$ cat config.mk
export PLATFORM = sky130hd
export DESIGN_NAME = unicode_transcoder
export DESIGN_NICKNAME = d
export VERILOG_FILES = /design/src/hdl/uct_pkg.sv /design/src/hdl/uct_decoder.sv /design/src/hdl/uct_emitter.sv /design/src/hdl/unicode_transcoder.sv
export VERILOG_INCLUDE_DIRS = /design/src /design/src/hdl
export SDC_FILE = /design/constraint.sdc
export NUM_CORES = 1
export LEC_CHECK = 0
export BUFFER_PORTS_ARGS = -buffer_cell sky130_fd_sc_hd__clkbuf_2
export CORE_MARGIN = 5
export CORE_UTILIZATION = 35
export DETAILED_ROUTE_END_ITERATION = 16
export MAX_ROUTING_LAYER = met4
export PLACE_DENSITY = 0.58
export SYNTH_ARGS = -nofsm -noshare
export SYNTH_HDL_FRONTEND = slang
export SYNTH_HIERARCHICAL = 1
export SYNTH_SLANG_ARGS = --single-unit
$ cat constraint.sdc
create_clock -name clk -period 8.5 [get_ports clk]
set_input_delay 0.425 -clock clk [delete_from_list [all_inputs] [get_ports clk]]
set_output_delay 0.425 -clock clk [all_outputs]
set_load 0.01 [all_outputs]
$ cat src/hdl/unicode_transcoder_defines.svh
//------------------------------------------------------------------------------
// Unicode transcoder assertion macros
// Shared concurrent assertion forms, clocked on the rising edge and disabled
// while reset is asserted.
//------------------------------------------------------------------------------
`ifndef UNICODE_TRANSCODER_DEFINES_SVH
`define UNICODE_TRANSCODER_DEFINES_SVH

// Consequent must hold in the same cycle as the antecedent.
`define UCT_ASSERT_IMP(lbl, clk, rst_n, ante, cons, msg) \
    lbl: assert property (@(posedge clk) disable iff (!rst_n) (ante) |-> (cons)) \
        else $error(msg);

// Consequent must hold in the cycle after the antecedent.
`define UCT_ASSERT_NXT(lbl, clk, rst_n, ante, cons, msg) \
    lbl: assert property (@(posedge clk) disable iff (!rst_n) (ante) |=> (cons)) \
        else $error(msg);

`endif

$ cat src/hdl/uct_pkg.sv
//------------------------------------------------------------------------------
// Unicode transcoder package
// Encoding codes, code point constants, the decoder result type and the
// helper functions shared by the decoder and the emitter.
//------------------------------------------------------------------------------
package uct_pkg;

    typedef enum logic [1:0] {
        FMT_UTF8  = 2'd0,
        FMT_UTF16 = 2'd1,
        FMT_UTF32 = 2'd2
    } fmt_t;

    localparam logic [20:0] REPL_CP    = 21'h00FFFD;
    localparam logic [31:0] CP_MAX     = 32'h0010FFFF;
    localparam logic [31:0] SURR_FIRST = 32'h0000D800;
    localparam logic [31:0] SURR_LAST  = 32'h0000DFFF;
    localparam logic [15:0] HIGH_FIRST = 16'hD800;
    localparam logic [15:0] HIGH_LAST  = 16'hDBFF;
    localparam logic [15:0] LOW_FIRST  = 16'hDC00;
    localparam logic [15:0] LOW_LAST   = 16'hDFFF;
    localparam logic [20:0] PLANE1     = 21'h010000;
    localparam logic [20:0] TWO_BYTE   = 21'h000080;
    localparam logic [20:0] THREE_BYTE = 21'h000800;

    // Up to two code points leave the decoder for one source unit: a
    // replacement for a broken open sequence, then the unit's own result.
    typedef struct packed {
        logic [20:0] cp0;
        logic [20:0] cp1;
        logic [1:0]  ncp;
    } dec_out_t;

    function automatic logic [15:0] swap16(input logic [15:0] v);
        return {v[7:0], v[15:8]};
    endfunction

    function automatic logic [31:0] swap32(input logic [31:0] v);
        return {v[7:0], v[15:8], v[23:16], v[31:24]};
    endfunction

    function automatic logic cp_invalid(input logic [31:0] cp);
        return ((cp >= SURR_FIRST) && (cp <= SURR_LAST)) || (cp > CP_MAX);
    endfunction

    function automatic logic [2:0] utf8_len(input logic [20:0] cp);
        logic [2:0] n;
        if (cp < TWO_BYTE)
            n = 3'd1;
        else if (cp < THREE_BYTE)
            n = 3'd2;
        else if (cp < PLANE1)
            n = 3'd3;
        else
            n = 3'd4;
        return n;
    endfunction

endpackage

$ cat src/hdl/uct_decoder.sv
//------------------------------------------------------------------------------
// Unicode transcoder decoder
// Holds the open UTF-8 sequence or pending high surrogate and turns one source
// unit into zero, one or two code points.
//------------------------------------------------------------------------------
`include "unicode_transcoder_defines.svh"

module uct_decoder
    import uct_pkg::*;
(
    input  logic        clk,
    input  logic        rst_n,
    input  logic        advance,
    input  logic        src_clear,
    input  fmt_t        src_fmt,
    input  logic        swap,
    input  logic [31:0] unit,
    input  logic        last,
    output dec_out_t    dec
);

    logic [20:0] acc_reg, acc_next;
    logic [2:0]  exp_reg, exp_next;
    logic [2:0]  rec_reg, rec_next;
    logic [9:0]  hs_reg, hs_next;
    logic        pend_reg, pend_next;

    logic [7:0]  b;
    logic [15:0] u;
    logic [31:0] w;
    logic [20:0] acc_shift;
    logic [2:0]  rec_inc;
    logic        pre;
    logic        main_v;
    logic [20:0] main_cp;
    logic        do_lead;
    logic        fresh;

    assign b         = unit[7:0];
    assign u         = swap ? swap16(unit[15:0]) : unit[15:0];
    assign w         = swap ? swap32(unit) : unit;
    assign acc_shift = {acc_reg[14:0], b[5:0]};
    assign rec_inc   = rec_reg + 3'd1;

    always_comb
    begin
        acc_next  = acc_reg;
        exp_next  = exp_reg;
        rec_next  = rec_reg;
        hs_next   = hs_reg;
        pend_next = pend_reg;
        pre       = 1'b0;
        main_v    = 1'b0;
        main_cp   = '0;
        do_lead   = 1'b0;
        fresh     = 1'b0;

        case (src_fmt)
            FMT_UTF8:
            begin
                if (exp_reg != 3'd0)
                begin
                    if (b[7:6] == 2'b10)
                    begin
                        if (rec_inc >= exp_reg)
                        begin
                            // Sequence complete: reject overlong forms,
                            // surrogates and values beyond the code space.
                            main_v = 1'b1;
                            if (cp_invalid({11'd0, acc_shift}) ||
                                (utf8_len(acc_shift) != exp_reg))
                                main_cp = REPL_CP;
                            else
                                main_cp = acc_shift;
                            acc_next = '0;
                            exp_next = '0;
                            rec_next = '0;
                        end
                        else if (last)
                        begin
                            main_v  = 1'b1;
                            main_cp = REPL_CP;
                        end
                        else
                        begin
                            acc_next = acc_shift;
                            rec_next = rec_inc;
                        end
                    end
                    else
                    begin
                        // The open sequence is broken; the byte starts afresh.
                        pre      = 1'b1;
                        acc_next = '0;
                        exp_next = '0;
                        rec_next = '0;
                        do_lead  = 1'b1;
                    end
                end
                else
                begin
                    do_lead = 1'b1;
                end

                if (do_lead)
                begin
                    if (!b[7])
                    begin
                        main_v  = 1'b1;
                        main_cp = {13'd0, b};
                    end
                    else if ((b[7:6] == 2'b10) || (b[7:3] == 5'b11111))
                    begin
                        main_v  = 1'b1;
                        main_cp = REPL_CP;
                    end
                    else
                    begin
                        if (!b[5])
                        begin
                            acc_next = {16'd0, b[4:0]};
                            exp_next = 3'd2;
                        end
                        else if (!b[4])
                        begin
                            acc_next = {17'd0, b[3:0]};
                            exp_next = 3'd3;
                        end
                        else
                        begin
                            acc_next = {18'd0, b[2:0]};
                            exp_next = 3'd4;
                        end
                        rec_next = 3'd1;
                        if (last)
                        begin
                            main_v  = 1'b1;
                            main_cp = REPL_CP;
                        end
                    end
                end
            end

            FMT_UTF16:
            begin
                if (pend_reg)
                begin
                    pend_next = 1'b0;
                    hs_next   = '0;
                    if ((u >= LOW_FIRST) && (u <= LOW_LAST))
                    begin
                        main_v  = 1'b1;
                        main_cp = {1'b0, hs_reg, u[9:0]} + PLANE1;
                    end
                    else
                    begin
                        // Unpaired high surrogate; the unit is taken on its own.
                        pre   = 1'b1;
                        fresh = 1'b1;
                    end
                end
                else
                begin
                    fresh = 1'b1;
                end

                if (fresh)
                begin
                    if ((u >= HIGH_FIRST) && (u <= HIGH_LAST))
                    begin
                        if (last)
                        begin
                            main_v  = 1'b1;
                            main_cp = REPL_CP;
                        end
                        else
                        begin
                            hs_next   = u[9:0];
                            pend_next = 1'b1;
                        end
                    end
                    else if ((u >= LOW_FIRST) && (u <= LOW_LAST))
                    begin
                        main_v  = 1'b1;
                        main_cp = REPL_CP;
                    end
                    else
                    begin
                        main_v  = 1'b1;
                        main_cp = {5'd0, u};
                    end
                end
            end

            default:
            begin
                main_v  = 1'b1;
                main_cp = cp_invalid(w) ? REPL_CP : w[20:0];
            end
        endcase

        if (last)
        begin
            acc_next  = '0;
            exp_next  = '0;
            rec_next  = '0;
            hs_next   = '0;
            pend_next = 1'b0;
        end
    end

    assign dec.cp0 = pre ? REPL_CP : main_cp;
    assign dec.cp1 = main_cp;
    assign dec.ncp = {1'b0, pre} + {1'b0, main_v};

    always_ff @(posedge clk or negedge rst_n)
    begin
        if (!rst_n)
        begin
            acc_reg  <= '0;
            exp_reg  <= '0;
            rec_reg  <= '0;
            hs_reg   <= '0;
            pend_reg <= 1'b0;
        end
        else if (src_clear)
        begin
            acc_reg  <= '0;
            exp_reg  <= '0;
            rec_reg  <= '0;
            hs_reg   <= '0;
            pend_reg <= 1'b0;
        end
        else if (advance)
        begin
            acc_reg  <= acc_next;
            exp_reg  <= exp_next;
            rec_reg  <= rec_next;
            hs_reg   <= hs_next;
            pend_reg <= pend_next;
        end
    end

    `UCT_ASSERT_IMP(a_one_kind_open, clk, rst_n, 1'b1, !(pend_reg && (exp_reg != 3'd0)), "UTF-8 sequence and surrogate open together")
    `UCT_ASSERT_IMP(a_rec_in_range, clk, rst_n, exp_reg != 3'd0, (rec_reg != 3'd0) && (rec_reg < exp_reg), "UTF-8 byte count out of range")
    `UCT_ASSERT_NXT(a_src_clear, clk, rst_n, src_clear, (exp_reg == 3'd0) && !pend_reg, "decode state survives source format write")

endmodule

$ cat src/hdl/uct_emitter.sv
//------------------------------------------------------------------------------
// Unicode transcoder emitter
// Result register for the code points of one source unit; encodes them in
// the target format and hands out one destination unit per transaction.
//------------------------------------------------------------------------------
`include "unicode_transcoder_defines.svh"

module uct_emitter
    import uct_pkg::*;
(
    input  logic        clk,
    input  logic        rst_n,
    input  logic        load,
    input  dec_out_t    dec,
    input  fmt_t        tgt_fmt,
    input  logic        swap,
    output logic        free,
    output logic        m_tvalid,
    input  logic        m_tready,
    output logic [31:0] m_tdata,
    output logic        m_tlast,
    output logic        m_tuser
);

    logic        vld_reg, vld_next;
    logic [20:0] cp0_reg, cp0_next;
    logic [20:0] cp1_reg, cp1_next;
    logic [1:0]  ncp_reg, ncp_next;
    logic        sel_reg, sel_next;
    logic [1:0]  idx_reg, idx_next;

    logic [20:0] cur_cp;
    logic [2:0]  cur_n;
    logic        last_cp;
    logic        cp_done;
    logic        final_unit;
    logic        take;

    function automatic logic [2:0] unit_count(input logic [20:0] cp, input fmt_t fmt);
        logic [2:0] n;
        case (fmt)
            FMT_UTF8:  n = utf8_len(cp);
            FMT_UTF16: n = (cp >= PLANE1) ? 3'd2 : 3'd1;
            default:   n = 3'd1;
        endcase
        return n;
    endfunction

    function automatic logic [31:0] encode_unit(input logic [20:0] cp, input fmt_t fmt,
                                                input logic sw, input logic [1:0] k);
        logic [2:0]  n;
        logic [1:0]  j;
        logic [5:0]  chunk;
        logic [7:0]  byte_out;
        logic [19:0] v;
        logic [20:0] vfull;
        logic [15:0] half;
        logic [31:0] res;
        n        = utf8_len(cp);
        j        = n[1:0] - 2'd1 - k;
        vfull    = cp - PLANE1;
        v        = vfull[19:0];
        chunk    = '0;
        byte_out = '0;
        half     = '0;
        res      = '0;
        case (fmt)
            FMT_UTF8:
            begin
                case (j)
                    2'd0:    chunk = cp[5:0];
                    2'd1:    chunk = cp[11:6];
                    default: chunk = cp[17:12];
                endcase
                if (n == 3'd1)
                    byte_out = cp[7:0];
                else if (k == 2'd0)
                begin
                    case (n)
                        3'd2:    byte_out = {3'b110, cp[10:6]};
                        3'd3:    byte_out = {4'b1110, cp[15:12]};
                        default: byte_out = {5'b11110, cp[20:18]};
                    endcase
                end
                else
                    byte_out = {2'b10, chunk};
                res = {24'd0, byte_out};
            end
            FMT_UTF16:
            begin
                if (cp < PLANE1)
                    half = cp[15:0];
                else if (k == 2'd0)
                    half = {6'b110110, v[19:10]};
                else
                    half = {6'b110111, v[9:0]};
                res = {16'd0, sw ? swap16(half) : half};
            end
            default:
            begin
                res = sw ? swap32({11'd0, cp}) : {11'd0, cp};
            end
        endcase
        return res;
    endfunction

    assign cur_cp     = sel_reg ? cp1_reg : cp0_reg;
    assign cur_n      = unit_count(cur_cp, tgt_fmt);
    assign last_cp    = sel_reg || (ncp_reg == 2'd1);
    assign cp_done    = ({1'b0, idx_reg} == (cur_n - 3'd1));
    assign final_unit = last_cp && cp_done;
    assign take       = vld_reg && m_tready;
    assign free       = !vld_reg || (take && final_unit);

    assign m_tvalid = vld_reg;
    assign m_tdata  = encode_unit(cur_cp, tgt_fmt, swap, idx_reg);
    assign m_tlast  = final_unit;
    assign m_tuser  = (cur_cp == '0);

    always_comb
    begin
        vld_next = vld_reg;
        cp0_next = cp0_reg;
        cp1_next = cp1_reg;
        ncp_next = ncp_reg;
        sel_next = sel_reg;
        idx_next = idx_reg;
        if (take)
        begin
            if (final_unit)
                vld_next = 1'b0;
            else if (cp_done)
            begin
                sel_next = 1'b1;
                idx_next = '0;
            end
            else
                idx_next = idx_reg + 2'd1;
        end
        // A source unit that only extends a sequence brings nothing to load.
        if (load && (dec.ncp != 2'd0))
        begin
            vld_next = 1'b1;
            cp0_next = dec.cp0;
            cp1_next = dec.cp1;
            ncp_next = dec.ncp;
            sel_next = 1'b0;
            idx_next = '0;
        end
    end

    always_ff @(posedge clk or negedge rst_n)
    begin
        if (!rst_n)
        begin
            vld_reg <= 1'b0;
            ncp_reg <= '0;
            sel_reg <= 1'b0;
            idx_reg <= '0;
        end
        else
        begin
            vld_reg <= vld_next;
            ncp_reg <= ncp_next;
            sel_reg <= sel_next;
            idx_reg <= idx_next;
        end
    end

    always_ff @(posedge clk)
    begin
        cp0_reg <= cp0_next;
        cp1_reg <= cp1_next;
    end

    `UCT_ASSERT_IMP(a_sel_ok, clk, rst_n, vld_reg, (ncp_reg != 2'd0) && (!sel_reg || (ncp_reg == 2'd2)), "code point select beyond loaded count")
    `UCT_ASSERT_IMP(a_idx_ok, clk, rst_n, vld_reg, ({1'b0, idx_reg} < cur_n), "unit index beyond encoded length")
    `UCT_ASSERT_NXT(a_drain, clk, rst_n, take && final_unit && !(load && (dec.ncp != 2'd0)), !vld_reg, "result stays valid after its last unit")

endmodule

$ cat src/hdl/unicode_transcoder.sv
// A source unit accepted into the input register is loaded into the result register
// once the emitter is free, and its first destination unit is then offered from there.
// Throughput: one source unit per cycle while each yields at most one unit and the
// output is not back-pressured; a unit that yields k destination units holds the
// output register for k transactions. Reset: clears the decode state and valid
// flags; source UTF-8, target UTF-16, no byte swap.
//------------------------------------------------------------------------------
// Unicode transcoder top level
// Input register, configuration registers, decoder and emitter between a
// streaming slave port and a streaming master port.
//------------------------------------------------------------------------------
module unicode_transcoder
    import uct_pkg::*;
(
    input  logic        clk,
    input  logic        rst_n,
    // configuration
    input  logic        psel,
    input  logic        penable,
    input  logic        pwrite,
    input  logic [3:0]  paddr,
    input  logic [31:0] pwdata,
    output logic [31:0] prdata,
    output logic        pready,
    // source units
    input  logic        s_tvalid,
    output logic        s_tready,
    input  logic [31:0] s_tdata,     // [31:0] in_unit
    input  logic        s_tlast,
    // destination units
    output logic        m_tvalid,
    input  logic        m_tready,
    output logic [31:0] m_tdata,     // [31:0] out_unit
    output logic        m_tlast,
    output logic        m_tuser      // [0] out_terminator
);

    localparam logic [1:0] REG_SRC  = 2'd0;
    localparam logic [1:0] REG_TGT  = 2'd1;
    localparam logic [1:0] REG_SWAP = 2'd2;

    fmt_t        src_fmt_reg, src_fmt_next;
    fmt_t        tgt_fmt_reg, tgt_fmt_next;
    logic        swap_reg, swap_next;
    logic        in_vld_reg, in_vld_next;
    logic [31:0] in_unit_reg, in_unit_next;
    logic        in_last_reg, in_last_next;

    logic        cfg_wr;
    logic        src_clear;
    fmt_t        wr_fmt;
    logic        emit_free;
    logic        advance;
    dec_out_t    dec;

    assign pready    = 1'b1;
    assign cfg_wr    = psel && penable && pwrite && pready;
    assign src_clear = cfg_wr && (paddr[3:2] == REG_SRC);

    // Format code three is taken as UTF-32.
    always_comb
    begin
        case (pwdata[1:0])
            FMT_UTF8:  wr_fmt = FMT_UTF8;
            FMT_UTF16: wr_fmt = FMT_UTF16;
            default:   wr_fmt = FMT_UTF32;
        endcase
    end

    always_comb
    begin
        src_fmt_next = src_fmt_reg;
        tgt_fmt_next = tgt_fmt_reg;
        swap_next    = swap_reg;
        if (cfg_wr)
        begin
            case (paddr[3:2])
                REG_SRC:  src_fmt_next = wr_fmt;
                REG_TGT:  tgt_fmt_next = wr_fmt;
                REG_SWAP: swap_next    = pwdata[0];
                default:  ;
            endcase
        end
    end

    always_comb
    begin
        case (paddr[3:2])
            REG_SRC:  prdata = {30'd0, src_fmt_reg};
            REG_TGT:  prdata = {30'd0, tgt_fmt_reg};
            REG_SWAP: prdata = {31'd0, swap_reg};
            default:  prdata = '0;
        endcase
    end

    // The input register moves on whenever the emitter can take a new result,
    // so a new transaction is accepted while the previous result still waits.
    assign advance  = in_vld_reg && emit_free;
    assign s_tready = !in_vld_reg || advance;

    always_comb
    begin
        in_vld_next  = in_vld_reg;
        in_unit_next = in_unit_reg;
        in_last_next = in_last_reg;
        if (advance)
            in_vld_next = 1'b0;
        if (s_tvalid && s_tready)
        begin
            in_vld_next  = 1'b1;
            in_unit_next = s_tdata;
            in_last_next = s_tlast;
        end
    end

    always_ff @(posedge clk or negedge rst_n)
    begin
        if (!rst_n)
        begin
            src_fmt_reg <= FMT_UTF8;
            tgt_fmt_reg <= FMT_UTF16;
            swap_reg    <= 1'b0;
            in_vld_reg  <= 1'b0;
        end
        else
        begin
            src_fmt_reg <= src_fmt_next;
            tgt_fmt_reg <= tgt_fmt_next;
            swap_reg    <= swap_next;
            in_vld_reg  <= in_vld_next;
        end
    end

    always_ff @(posedge clk)
    begin
        in_unit_reg <= in_unit_next;
        in_last_reg <= in_last_next;
    end

    uct_decoder u_decoder (
        .clk       (clk),
        .rst_n     (rst_n),
        .advance   (advance),
        .src_clear (src_clear),
        .src_fmt   (src_fmt_reg),
        .swap      (swap_reg),
        .unit      (in_unit_reg),
        .last      (in_last_reg),
        .dec       (dec)
    );

    uct_emitter u_emitter (
        .clk      (clk),
        .rst_n    (rst_n),
        .load     (advance),
        .dec      (dec),
        .tgt_fmt  (tgt_fmt_reg),
        .swap     (swap_reg),
        .free     (emit_free),
        .m_tvalid (m_tvalid),
        .m_tready (m_tready),
        .m_tdata  (m_tdata),
        .m_tlast  (m_tlast),
        .m_tuser  (m_tuser)
    );

endmodule

==> results.json, run 1 <==
{
  "status": "completed",
  "busiest_layer": "met2",
  "cts.sink_count": 119,
  "syn_area_per_cell_um2": 9.74,
  "cts_tree": "done",
  "netlist_instances": 856,
  "grt_pass1_vias": 6697,
  "fp.dieArea_um2": 27000,
  "overflow": 0,
  "grt_max_degree": 52,
  "setup_slack_ps": 3130,
  "maxCapViolations": 0,
  "drc": 0,
  "yosysUniqueCellTypes": 102,
  "crit_arrival_ps": 5680,
  "ant_nets": 0,
  "wl_um": 23800,
  "gr-usage-all-layers_pct": 18.2,
  "place_congestion": 0.933,
  "met1_usage_pct": 24.1,
  "path_clk_slew_ps": 60,
  "row_count": 56,
  "met3_usage_pct": 3.11,
  "grt_pass1_wl_um": 37300,
  "num_vias": 7085,
  "root_buffer": "clkbuf_16",
  "dp.cells": 1217,
  "endpoint_kind": "flip-flop",
  "holdCritPathClass": "in2async",
  "finClkSkew_ps": 13.1,
  "initial_core_util_pct": 35.5,
  "critPathLaunchType": "flip-flop",
  "nNetsFinal": 1004,
  "cts_setup_buffers": 0,
  "cts-resized-gates": 0,
  "ys_warn_count": 6,
  "cts_buffers": 17,
  "diodes": 0,
  "ys_ff_latch": 119,
  "instances_no_fill": 1249,
  "period_needed_ps": 5370,
  "crit_path_max_fanout": 31,
  "required_ps": 8810,
  "min_period_over_period_pct": 63.2,
  "dp_slack_ps": 3150,
  "numPortBuffers": 81,
  "drtIter0Drc": 707,
  "synth_ff_type": "edfxtp_1",
  "powerDensity_nw_per_um2": 330,
  "seq_area_frac_synth_pct": 40.2,
  "cts_max_path_buffers": 2,
  "vias_per_cell": 5.67,
  "slew_headroom_pct": 36.5,
  "core_area_um2": 23500,
  "area_delta_synth_final_pct": 13.2,
  "setup_tns_ps": 0,
  "setup_violations": 0,
  "largest_register_ff_count": 32,
  "rsz0062_at_grt": "no",
  "drive_gt1_share_pct": 20.0,
  "clk_latency_ps": 420,
  "postCtsHoldBufs": 0,
  "timing.fmax_mhz": 186,
  "ioPinCount": 145,
  "drt_pass1_iterations": 7,
  "tightest_slew_ps": 949,
  "critPathKind": "reg2reg",
  "p_leak_nw": 3.72,
  "hold_viol": 0,
  "final_max_slew_viol_count": 0,
  "antenna_found_initial": 0,
  "die_h_um": 164,
  "drt-wirelength-per-cell_um": 19.1,
  "use_met2_pct": 27.7,
  "synth_edf_count": 75,
  "cts-htree-levels": 4,
  "syn_area_um2": 8340,
  "async_flop_share_pct": 37.0,
  "die_w_um": 164,
  "irDropWorstVdd_mv": 0.159,
  "dpl.hpwl_um": 17600
}
[placed cells by master (no fill, tap or decap), types with 6 or more instances in the layout]
cell | Yosys | routed
a211oi_1 | 6 | 6
a21o_1 | 11 | 11
a21oi_1 | 56 | 56
a22o_1 | 17 | 17
a32o_1 | 7 | 7
and2_1 | 16 | 16
buf_4 | 33 | 11
clkbuf_16 | 0 | 17
clkbuf_2 | 0 | 81
clkinv_2 | 0 | 7
conb_1 | 2 | 31
dfrtp_1 | 43 | 41
edfxtp_1 | 75 | 75
ha_1 | 11 | 11
inv_1 | 19 | 19
mux2_2 | 16 | 16
mux2i_1 | 37 | 37
nand2_1 | 49 | 49
nand3_1 | 31 | 31
nand3b_1 | 9 | 9
nor2_1 | 58 | 58
nor2b_1 | 26 | 26
nor3_1 | 15 | 15
nor4_1 | 15 | 15
o211ai_1 | 9 | 9
o21ai_0 | 75 | 75
o22ai_1 | 8 | 8
o2bb2ai_1 | 12 | 12
o31ai_1 | 8 | 8
or2_2 | 8 | 8
or3_1 | 7 | 7
xnor2_1 | 6 | 6
[critical path: stages (launching register included)]
cell and delay, ps:
dfrtp_2 600, buf_4 430, nor4b_2 450, a2bb2oi_2 170, buf_4 270, o21ai_2 150, o21ai_0 170, nand2_1 80
ha_1 310, xor2_1 180, o2111a_1 260, a41o_1 250, and2_1 330, o21ai_0 340, inv_1 480, buf_4 440
nor3b_1 110, a32o_1 210
[path summary, 6_finish.rpt]
| path | startpoint | to | slack [ps] | cells after the start |
|---|---|---|---|---|
| worst max-delay path | u_emitter/sel_reg | u_emitter/idx_reg[1] | 3130 | 17 |
| worst min-delay path | rst_n | u_decoder/rec_reg[2] | 100 | 2 |
| worst min register to register | u_emitter/ncp_reg[0] | u_emitter/ncp_reg[0] | 480 | 2 |
| max in group asynchronous | rst_n | u_emitter/sel_reg | 7950 | 2 |
| min in group clk | s_tdata[22] | in_unit_reg[22] | 180 | 1 |
| worst max register to register | u_emitter/sel_reg | u_emitter/idx_reg[1] | 3130 | 17 |
[synth_stat cells (all sizes together), types with 19 or more instances]
master	n	area share, %
nor2	59	2.7
nor2b	26	2.0
clkbuf	26	1.2
inv	20	0.90
buf	53	4.6
mux2i	37	4.4
edfxtp	75	27
o21ai	82	5.1
mux2	19	2.6
dfrtp	43	13
nand2	50	2.3
a21oi	57	3.6
nand3	31	1.9
[per-stage QoR]
step / power (mW) / utilization (%) / instance area [um^2] / hold slack, ps
floorplan: 1.98 / - / 8450 / 129
global placement: 2.38 / 37.7 / 8850 / 455
detailed placement: 2.40 / 37.7 / 8850 / 462
CTS: 3.11 / 40.2 / 9440 / 114
global route: 3.31 / 40.2 / 9440 / 145
finish: 3.11 / 40.2 / 9440 / 98.1
[power breakdown]
group          internal [mW]  leakage [nW]  switching, mW
combinational          0.510          2.14          0.878
clock                  0.444         0.296          0.254
sequential             0.838          1.28          0.187
total                   1.79          3.72           1.32
[layer usage]
layer	vias to the layer above	part of all wire, %
li1	3342	-
met1	3333	43
met2	354	45
met3	56	8.0
met4	0	3.0
met5	-	0
[cell families after synthesis]
kind of cell    Yosys count  synth area share, %
simple gates            278                 18.5
fa+ha+maj                11                 1.65
mux                      59                 7.86
buf+inv                 100                 6.74
flops                   119                 40.2
compound gates          277                 23.9
xor+xnor                 10                 1.05
other cells               2               0.0901
[final cells by class]
class	instances	area (um^2)
flip-flops and latches	119	3360
repair buffers	92	488
fillers	2333	14000
inverters	21	78.8
clock buffers	19	453
multi-input cells	666	4530
clock inverters	13	130
well taps	319	399
Note: power is estimated with default switching activity, not from simulation.
==> inputs of run 2 (changes only) <==
- ABC_AREA: not set -> 1
- PLACE_DENSITY: 0.58 -> 0.6
- clock period: 8.5 -> 4.3 ns (I/O delays scaled with it)
==> results.json, run 2 <==
{
  "rsz0062_at_grt": "no",
  "numPortBuffers": 81,
  "instances_no_fill": 1631,
  "num_vias": 8062,
  "cts-htree-levels": 4,
  "pwr-share-clk_pct": 20.9,
  "cts_tree": "done",
  "die_h_um": 168,
  "max_stage_delay_ps": 400,
  "yosys-top-cells-area": "edfxtp_1 26%, nand2_1 14%, dfrtp_1 12%",
  "r2r_setup_slack_ps": 430,
  "crit_arrival_ps": 4190,
  "tightest_slew_ps": 910,
  "yosysUniqueCellTypes": 58,
  "timing.fmax_mhz": 258,
  "core_area_um2": 24500,
  "cp_top_family": "simple AND/OR/NAND/NOR gates",
  "overflow": 0,
  "die_w_um": 168,
  "cts_setup_buffers": 0,
  "use_met2_pct": 29.3,
  "irDropWorstVdd_mv": 0.338,
  "path_buf_inv": 4,
  "nNetsFinal": 1381,
  "final_common_cell": "nand2_1",
  "setup_tns_ps": 0,
  "drt-wirelength-per-cell_um": 15.6,
  "multiInputGateArea_um2": 4450,
  "synth_top_area_share_pct": 25.7,
  "wl_um": 25500,
  "syn_area_per_cell_um2": 7.42,
  "cts_max_path_buffers": 2,
  "hold_viol": 0,
  "clk_latency_ps": 410,
  "yosysMostFrequentCell": "nand2_1",
  "initial_core_util_pct": 35.8,
  "p_leak_nw": 4.91,
  "netlist_top_cells_count": "335 x nand2_1, 150 x inv_1, 101 x nand3_1",
  "final_cell_mix": "335 x nand2_1, 150 x inv_1, 100 x nand3_1",
  "syn_area_um2": 8760,
  "synth-compound-area-share_pct": 13.9,
  "critPathLaunchType": "flip-flop",
  "regArea_um2": 3360,
  "period_needed_ps": 3870,
  "synth_top_family_by_area": "simple AND/OR/NAND/NOR gates",
  "crit_chain": "buf_6 -> nand2_1 -> nand2_2 -> nand2_1 -> nor2_2 -> nand2_2 -> nand2_1 -> nand2_1 -> nand3_2 -> inv_1 -> ha_1 -> xnor2_1 -> nor2_2 -> nand3_2 -> o21ai_2 -> nand2_1 -> inv_1 -> nor2_1 -> a21oi_4 -> nand2_1 -> inv_1 -> o21ai_1 -> a22oi_1",
  "busiest_layer": "met2",
  "synth_xor_area_share_pct": 0.500,
  "root_buffer": "clkbuf_16",
  "critPathMostFrequentCell": "nand2_1",
  "synth_ff_type": "edfxtp_1",
  "endpoint_kind": "flip-flop",
  "cts.sink_count": 119,
  "drc": 0,
  "vias_per_cell": 4.94,
  "synth_fa_ha_area_share_pct": 1.57,
  "diodes": 0,
  "setup_violations": 0,
  "grt_max_degree": 46,
  "met1_usage_pct": 24.0,
  "met3_usage_pct": 2.72,
  "area_delta_synth_final_pct": 18.3,
  "seq_power_share_pct": 26.1,
  "grt_pass1_vias": 7604,
  "final_max_slew_viol_count": 0,
  "required_ps": 4620,
  "fp.dieArea_um2": 28300,
  "min_period_over_period_pct": 90.0,
  "swShare_pct": 46.9,
  "cp_slowest_cell": "dfrtp_1",
  "synth_edf_count": 75,
  "dp.cells": 1565,
  "gr-usage-all-layers_pct": 18.4,
  "crit_path_max_fanout": 29,
  "drive_gt1_share_pct": 18.0,
  "ant_nets": 0,
  "place_congestion": 0.983,
  "holdCritPathClass": "in2reg",
  "largest_register_ff_count": 32,
  "n_fill_cell": 2484,
  "row_count": 57,
  "critPathKind": "reg2reg",
  "path_clk_slew_ps": 60,
  "synth_mux_area_share_pct": 0.343,
  "finClkSkew_ps": 7.93,
  "synth.largest_area_cell": "edfxtp_1",
  "ioPinCount": 145,
  "grt_pass1_wl_um": 40500,
  "maxCapViolations": 0,
  "drtIter0Drc": 802,
  "seq_area_frac_synth_pct": 38.3,
  "pwr-share-comb_pct": 53.0,
  "total_power_mw": 7.10,
  "drt_pass1_iterations": 5,
  "p_int_mw": 3.77,
  "yosys.area_share.simple_pct": 32.8,
  "netlist_instances": 1180,
  "ys_ff_latch": 119,
  "p_switching_mw": 3.33,
  "cts_buffers": 17,
  "async_flop_share_pct": 37.0,
  "dpl.hpwl_um": 19300,
  "antenna_found_initial": 0,
  "status": "completed",
  "powerDensity_nw_per_um2": 686,
  "slew_headroom_pct": 37.6,
  "ys_warn_count": 6
}
-- run 2: cell count changes in the layout (fill, tap and decap cells not counted), sizes merged, moves of 16 or more --
cell / before / now
nand2: 50 / 364
inv: 20 / 165
nand3: 31 / 111
nor2: 59 / 102
dlygate4sd3: 0 / 34
mux2i: 37 / 3
nor2b: 26 / 0
mux2: 19 / 0
nand4: 2 / 21
a22o: 17 / 1
nor4: 17 / 1
-- run 2: metal layers --
layer	share of wire [%]	wire, um
met1	45	11500
met2	46	11700
met3	6.0	1540
met4	2.9	738
met5	0	0
-- run 2: cells by family (layout without fill, tap and decap cells) --
logic type	Yosys count	in the layout
adders and majority gates	11	11
buffers and inverters	232	330
muxes	3	3
xor gates and xnor gates	5	5
and+or+nand+nor	616	616
DFF	119	119
other	2	31
AOI/OAI and AO/OA	192	192
-- run 2: final timing paths --
check / cells past startpoint / from / end
worst max-delay path: 23 / u_emitter/sel_reg / u_decoder/rec_reg[0]
worst min-delay path: 3 / s_tvalid / in_vld_reg
worst max register to register: 23 / u_emitter/sel_reg / u_decoder/rec_reg[0]
worst min register to register: 2 / u_emitter/ncp_reg[1] / u_emitter/ncp_reg[1]
max in group asynchronous: 3 / rst_n / swap_reg
min in group asynchronous: 3 / rst_n / u_decoder/rec_reg[1]
-- run 2: timing repair --
action,in CTS,in global routing
endpoints found under the hold margin,76,0
resized for setup,0,8
hold buffers,34,0
endpoints found under the setup margin,0,27
-- run 2: tightest hold or removal path, cell delays in order --
cell      delay, ps
clkbuf_2         80
inv_1            60
nand2_1          60
-- run 2: through the flow --
step | util, % | setup slack [ps] | hold slack [ps] | area, um^2
2_1_floorplan | - | 371 | -80.6 | 8870
3_3_place_gp | 38.2 | 175 | 357 | 9360
3_5_place_dp | 38.2 | 123 | 357 | 9360
4_1_cts | 42.2 | 95.7 | 29.6 | 10300
5_1_grt | 42.4 | 25.7 | 50.3 | 10400
6_report | 42.4 | 429 | 38.4 | 10400
-- run 2: final cells by class --
type                            instances  share of cell area (%)
Multi-Input combinational cell        858                    42.9
Sequential cell                       119                    32.4
Timing Repair Buffer                  135                    8.68
Inverter                              163                    5.95
Clock buffer                           25                    5.41
Tap cell                              324                    3.91
Clock inverter                          7                   0.700
-- run 2: power by group through the flow --
stage | sequential (mW) | combinational (mW) | clock, mW
finish | 1.85 | 3.76 | 1.49
floorplan | 1.81 | 2.74 | 0
detailed placement | 1.87 | 3.68 | 0
global route | 1.89 | 4.19 | 1.56
CTS | 1.85 | 3.72 | 1.51
global placement | 1.87 | 3.66 | 0
==> inputs of run 3 (changes only) <==
- CORE_UTILIZATION: 35 -> 46
- HOLD_SLACK_MARGIN: not set -> 0.1
- PLACE_DENSITY: 0.6 -> not set
- PLACE_DENSITY_LB_ADDON: not set -> 0.15
==> results.json, run 3 (synthesis results as in run 2) <==
{
  "status": "completed",
  "core_area_um2": 18700,
  "largest_register_ff_count": 32,
  "p_leak_nw": 4.87,
  "critPathLaunchType": "flip-flop",
  "final_max_slew_viol_count": 0,
  "ioPinCount": 145,
  "instances_no_fill": 1541,
  "area_delta_synth_final_pct": 16.3,
  "drive_gt1_share_pct": 17.5,
  "cts_max_path_buffers": 2,
  "drtIter0Drc": 783,
  "final_common_cell": "nand2_1",
  "final_cell_area_um2": 10200,
  "setup_slack_ps": 320,
  "drc": 0,
  "fp.dieArea_um2": 21900,
  "critPathKind": "reg2reg",
  "drt_pass1_iterations": 6,
  "grt_pass1_wl_um": 39900,
  "finClkSkew_ps": 10.7,
  "min_delay_path_depth": 4,
  "cts_tree": "done",
  "rsz0062_at_grt": "no",
  "crit_path_max_fanout": 29,
  "total_power_mw": 6.94,
  "initial_core_util_pct": 46.8,
  "cts_buffers": 17,
  "nNetsFinal": 1381,
  "placed_cell_area_um2": 9230,
  "final_util_pct": 54.4,
  "hold_ws_ps": 129,
  "ant_nets": 0,
  "grt_pass1_vias": 7823,
  "hold_path_startpoint": "paddr[3]",
  "gr-usage-all-layers_pct": 23.7,
  "tightest_slew_ps": 924,
  "reg2regPathDepth": 23,
  "dp_slack_ps": 7.51,
  "slew_headroom_pct": 36.7,
  "r2r_setup_slack_ps": 320,
  "place_congestion": 1.06,
  "drt-wirelength-per-cell_um": 16.3,
  "min_period_over_period_pct": 92.6,
  "dpl.hpwl_um": 19000,
  "powerDensity_nw_per_um2": 681,
  "holdCritPathClass": "in2reg",
  "diodes": 0,
  "grt_max_degree": 48,
  "numPortBuffers": 81,
  "irDropWorstVdd_mv": 0.327,
  "setup_tns_ps": 0,
  "cts_setup_buffers": 0,
  "final_cell_mix": "335 x nand2_1, 150 x inv_1, 100 x nand3_1",
  "timing.fmax_mhz": 251,
  "root_buffer": "clkbuf_16",
  "cts-htree-levels": 4,
  "path_clk_slew_ps": 60,
  "hold_viol": 0,
  "period_needed_ps": 3980,
  "maxCapViolations": 0,
  "holdPathEnd": "src_fmt_reg[1]",
  "dp.cells": 1472,
  "crit_arrival_ps": 4290,
  "vias_per_cell": 5.34,
  "rr_endpoint": "u_decoder/rec_reg[1]",
  "antenna_found_initial": 0,
  "setup_violations": 0,
  "row_count": 50,
  "clk_latency_ps": 410,
  "wl_um": 25100,
  "endpoint_kind": "flip-flop",
  "die_h_um": 148,
  "r2r-start": "u_emitter/sel_reg",
  "required_ps": 4610,
  "num_vias": 8222,
  "overflow": 0,
  "cts.sink_count": 119,
  "die_w_um": 148
}
==> run 3: cell types whose count changed in the layout (fill, tap and decap cells not counted), sizes merged <==
cell and change:
clkbuf -7, dlygate4sd3 +3, bufinv +1, inv -1
buf -3, clkinv +6, clkinvlp +1
==> run 3: worst max-delay path by stage <==
stage / startpoint / to / slack, ps / depth (start not counted)
final: u_emitter/sel_reg / u_decoder/rec_reg[1] / 320 / 23
after global routing: u_emitter/sel_reg / u_decoder/acc_reg[9] / 70 / 23
after CTS: u_emitter/sel_reg / u_decoder/rec_reg[1] / 20 / 23
after detailed placement: u_emitter/sel_reg / u_decoder/rec_reg[1] / 8 / 23
after global placement: u_emitter/sel_reg / u_decoder/acc_reg[10] / 170 / 21
after floorplan: u_decoder/rec_reg[0] / u_emitter/cp0_reg[0] / 370 / 17
==> run 3: layout make-up <==
| type | count | area [um^2] |
|---|---|---|
| Fill cell | 1793 | 8520 |
| Multi-Input combinational cell | 858 | 4440 |
| Sequential cell | 119 | 3360 |
| Timing Repair Buffer | 135 | 920 |
| Inverter | 163 | 617 |
| Clock buffer | 18 | 429 |
| Tap cell | 234 | 293 |
| Clock inverter | 14 | 133 |
==> run 3: what timing repair did <==
action,CTS,global route
gates resized for setup,0,6
endpoints found under the hold margin,81,0
hold buffers,37,0
endpoints found under the setup margin,0,16
==> run 3: critical path, stage by stage, from the launching register on <==
cell and delay, ps:
dfrtp_1 390, buf_6 260, nand2_1 100, nand2_2 170
nand2_1 90, nor2_2 140, nand2_2 70, nand2_1 120
nand2_1 130, nand3_2 110, inv_1 50, ha_1 290
xnor2_1 140, nor2_2 210, nand3_2 140, o21ai_2 160
nand2_1 70, inv_1 140, nor2_1 100, a21oi_4 230
nand2_1 110, inv_1 210, nand3_4 190, o21ai_0 240
==> run 3: metal layers <==
layer | part of all wire (%) | GRT usage, %
met5 | 0 | -
met4 | 4.4 | 11.6
met3 | 8.4 | 4.75
met2 | 45 | 36.3
met1 | 42 | 30.1
==> run 3: power breakdown <==
part | switching, mW | leakage [nW] | internal [mW]
sequential | 0.193 | 1.28 | 1.66
combinational | 2.59 | 3.32 | 1.15
clock | 0.501 | 0.273 | 0.845
